--- src/rtl/pfb_pkg.sv ---
// ----------------------------------------------------------------------------
// Paged framebuffer blitter package
// Item types, mode codes and the control word of the byte merge unit.
// ----------------------------------------------------------------------------
package pfb_pkg;

	localparam logic [2:0] MODE_CLEAR     = 3'd0;
	localparam logic [2:0] MODE_PLOT      = 3'd1;
	localparam logic [2:0] MODE_BLIT_OR   = 3'd2;
	localparam logic [2:0] MODE_BLIT_MASK = 3'd3;
	localparam logic [2:0] MODE_READ      = 3'd4;

	localparam logic [7:0] BYTE_ONES = 8'hff;

	typedef struct packed {
		logic [2:0] mode;
		logic [7:0] column;
		logic [7:0] row;
		logic [2:0] sprite_page;
		logic [7:0] sprite_bits;
	} req_t;

	typedef struct packed {
		logic [7:0] read_data;
		logic       clipped;
	} rsp_t;

	typedef struct packed {
		logic       mask;
		logic       lo_half;
		logic [2:0] shift;
	} merge_ctl_t;

endpackage

--- src/rtl/pfb_merge.sv ---
// ----------------------------------------------------------------------------
// Byte merge unit
// Shifts a sprite byte into place for the upper or lower page and merges it
// into a store byte in OR or AND-mask mode.
// ----------------------------------------------------------------------------
module pfb_merge (
	input  pfb_pkg::merge_ctl_t ctl,
	input  logic [7:0]          bits,
	input  logic [7:0]          old,
	output logic [7:0]          merged
);

	logic [3:0] lo_shift;
	logic [7:0] part;
	logic [7:0] keep;

	always_comb begin
		lo_shift = 4'd8 - {1'b0, ctl.shift};
		if (ctl.lo_half) begin
			part = bits >> lo_shift;
			keep = ~(pfb_pkg::BYTE_ONES >> lo_shift);
		end else begin
			part = bits << ctl.shift;
			keep = ~(pfb_pkg::BYTE_ONES << ctl.shift);
		end
		if (ctl.mask) begin
			merged = old & (part | keep);
		end else begin
			merged = old | part;
		end
	end

endmodule

--- config.mk ---
export PLATFORM = sky130hd
export DESIGN_NAME = pfb_merge
export DESIGN_NICKNAME = d
export VERILOG_FILES = /design/src/rtl/pfb_pkg.sv /design/src/rtl/pfb_merge.sv
export SDC_FILE = /design/constraint.sdc
export NUM_CORES = 1
export LEC_CHECK = 0
export ABC_AREA = 0
export BUFFER_PORTS_ARGS = -buffer_cell sky130_fd_sc_hd__clkbuf_2
export CAP_MARGIN = 0
export CORE_MARGIN = 3
export CORE_UTILIZATION = 45
export DETAILED_ROUTE_END_ITERATION = 12
export GPL_ROUTABILITY_DRIVEN = 0
export GPL_TIMING_DRIVEN = 0
export PLACE_DENSITY = 0.72
export SLEW_MARGIN = 20
export SYNTH_ARGS = -nofsm -noshare
export SYNTH_HDL_FRONTEND = slang
export SYNTH_SLANG_ARGS = --single-unit
export TNS_END_PERCENT = 5
--- constraint.sdc ---
create_clock -name vclk -period 5.85
set_input_delay 0.585 -clock vclk [all_inputs]
set_output_delay 0.585 -clock vclk [all_outputs]
set_load 0.01 [all_outputs]
==> metrics <==
Pleak 0.000555 uW; largest net degree at the start of global routing 11; Die Area 0.00279 mm^2; Final Cycle Share 58.3%; Area after DPL 0.00117 mm^2; Flop pwr share 0%; I/O pin count 29; Slew headroom 62.8%; Max VDD drop 0.0448 mV; placed cell count 180; number of global-route vias before repair 1,030; Max FO, Critical Path 10; core area 0.00202 mm^2; yosys warns 0; initial antenna violation count 0; kind of critical path input port to output pin; Avg Inst Size Synth 7.97 um^2; FP Rows 16; CP max-delay cell or4b_1; CP Capture Type output pin; fmax 0.293 GHz; DRC 0; status finished, final reports clean; count of input and output buffers 29; switching share of power 53.0%; Syn Std Cell Area 988 um^2; sequence of cells on the critical path clkbuf_2 -> buf_6 -> buf_4 -> inv_1 -> ha_1 -> ha_1 -> or4b_1 -> o22ai_1 -> o21ai_1 -> a21oi_1 -> clkbuf_2; sw power 55.3 uW; final HPWL from detailed placement 2.21 mm; postcts setup bufs 0; area growth from synthesis to layout 18.1%; drt wl/cell 15.9 um; Final Cell Area 0.00117 mm^2; Setup TNS 0 ns; Hold WS 1.48 ns; internal power 49.0 uW; Max Slew Vio Count 0; Final Non-Filler Cells 180; GRT Resource Usage Total 22.2%; Worst-Margin Slew 0.553 ns; HP Class input port to output pin; overall die width 52.9 um; remaining global-route overflow 0; Largest stage delay, worst path 0.52 ns; Post-Route Utilization 57.7%; Syn Nets 151; wire length of the first global-routing pass 4.80 mm; clock power share 0%; Routed Antenna Nets 0; via/cell ratio 6.09; post-synthesis sequential area ratio 0%; starting density of the core 48.9%; register area 0 um^2; DIE HEIGHT 52.9 um; final net count 182; first-iteration detailed-routing DRC count 39; Pre-Repair DR Iteration Count 4; # Max-Cap Violations 0; fin crit period 3.41 ns; PwrDens 89.3 mW/mm^2; final setup vio count 0; cells after synthesis 124; Vias 1,097; Arr. time, crit path 2.82 ns; routed wire length 2.87 mm; seq_cells 0; startpoint types input port; Comb pwr share 100.0%; Yosys cell types 41; final hold vios 0; number of buffers inserted by hold repair at cts 0; diode count 0; RSZ-0062 raised after global routing false; CP required 5.27 ns; PostCTS Resize Cnt 0; number of clock-tree buffers in the layout 0; layout cells sized above 1 32.0%
==> cells in the mapped netlist (2+ instances only) <==
library cell / n / area (um^2)
nor3_1: 5 / 25.0
a21oi_1: 13 / 65.1
o21ai_1: 2 / 10.0
nor2_1: 11 / 41.3
ha_1: 6 / 75.1
inv_1: 10 / 37.5
nand2_1: 7 / 26.3
o22ai_1: 5 / 31.3
a221oi_1: 2 / 17.5
buf_2: 2 / 10.0
o21ai_0: 7 / 35.0
a211oi_1: 2 / 15.0
a22oi_1: 2 / 15.0
buf_6: 6 / 67.6
mux4_2: 3 / 67.6
clkbuf_8: 2 / 27.5
mux4_1: 3 / 78.8
nand2b_1: 2 / 12.5
mux2i_1: 11 / 110
mux2_2: 2 / 22.5
==> path summary, 6_finish.rpt <==
check | start | end | slack (ns) | cells after the start
hold / removal | old[2] | merged[2] | 1.48 | 3
setup / recovery | ctl[1] | merged[7] | 2.44 | 11
==> cell type report <==
type | count | area (um^2)
Timing Repair Buffer | 29 | 145
Buffer | 11 | 113
Inverter | 10 | 37.5
Fill cell | 201 | 855
Tap cell | 27 | 33.8
Multi-Input combinational cell | 103 | 838
==> routing by layer <==
layer  track usage [%]  wire length, um  part of all wire (%)  vias to the layer above
li1                  -                -                     -                      543
met4              1.70               14                  0.49                        0
met1              29.1             1210                    42                      518
met2              41.7             1490                    52                       34
met5                 0                0                     0                        -
met3             0.282              149                   5.2                        2
==> placed cells by master, fill, tap and decap left out, types with 2 or more instances in the layout <==
| cell | synthesis | final |
|---|---|---|
| clkbuf_2 | 0 | 29 |
| a21oi_1 | 13 | 13 |
| mux2i_1 | 11 | 11 |
| nor2_1 | 11 | 11 |
| inv_1 | 10 | 10 |
| o21ai_0 | 7 | 7 |
| nand2_1 | 7 | 7 |
| buf_6 | 6 | 6 |
| ha_1 | 6 | 6 |
| nor3_1 | 5 | 5 |
| o22ai_1 | 5 | 5 |
| mux4_2 | 3 | 3 |
| mux4_1 | 3 | 3 |
| buf_2 | 2 | 2 |
| o21ai_1 | 2 | 2 |
| clkbuf_8 | 2 | 2 |
| a221oi_1 | 2 | 2 |
| a22oi_1 | 2 | 2 |
| mux2_2 | 2 | 2 |
| a211oi_1 | 2 | 2 |
| nand2b_1 | 2 | 2 |
==> power groups by stage <==
stage	Sequential, uW	Clock (uW)	Combinational (uW)
after global routing	0	0	115
final	0	0	104
after global placement	0	0	102
after detailed placement	0	0	104
after floorplan	0	0	71.8
after CTS	0	0	104
==> worst max-delay path, delay by kind of cell <==
family                     cells  cell delay (ns)
adders and majority gates      2             0.61
AOI/OAI and AO/OA              3             0.44
buffers and inverters          5             0.67
and+or+nand+nor                1             0.52
==> kinds of logic after synthesis <==
logic type	count (synthesis)	synth area share, %
AOI/OAI and AO/OA	44	30.5
and+or+nand+nor	32	16.1
buffers and inverters	21	15.2
muxes	20	29.7
adders and majority gates	6	7.59
xor gates and xnor gates	1	0.886
==> through the flow <==
step,total power (uW),setup WS (ns)
final,104,2.44
after global routing,115,2.26
after CTS,104,2.45
after detailed placement,104,2.45
after global placement,102,2.49
after floorplan,71.8,2.81
No activity file was read; power rests on OpenSTA's default activity.
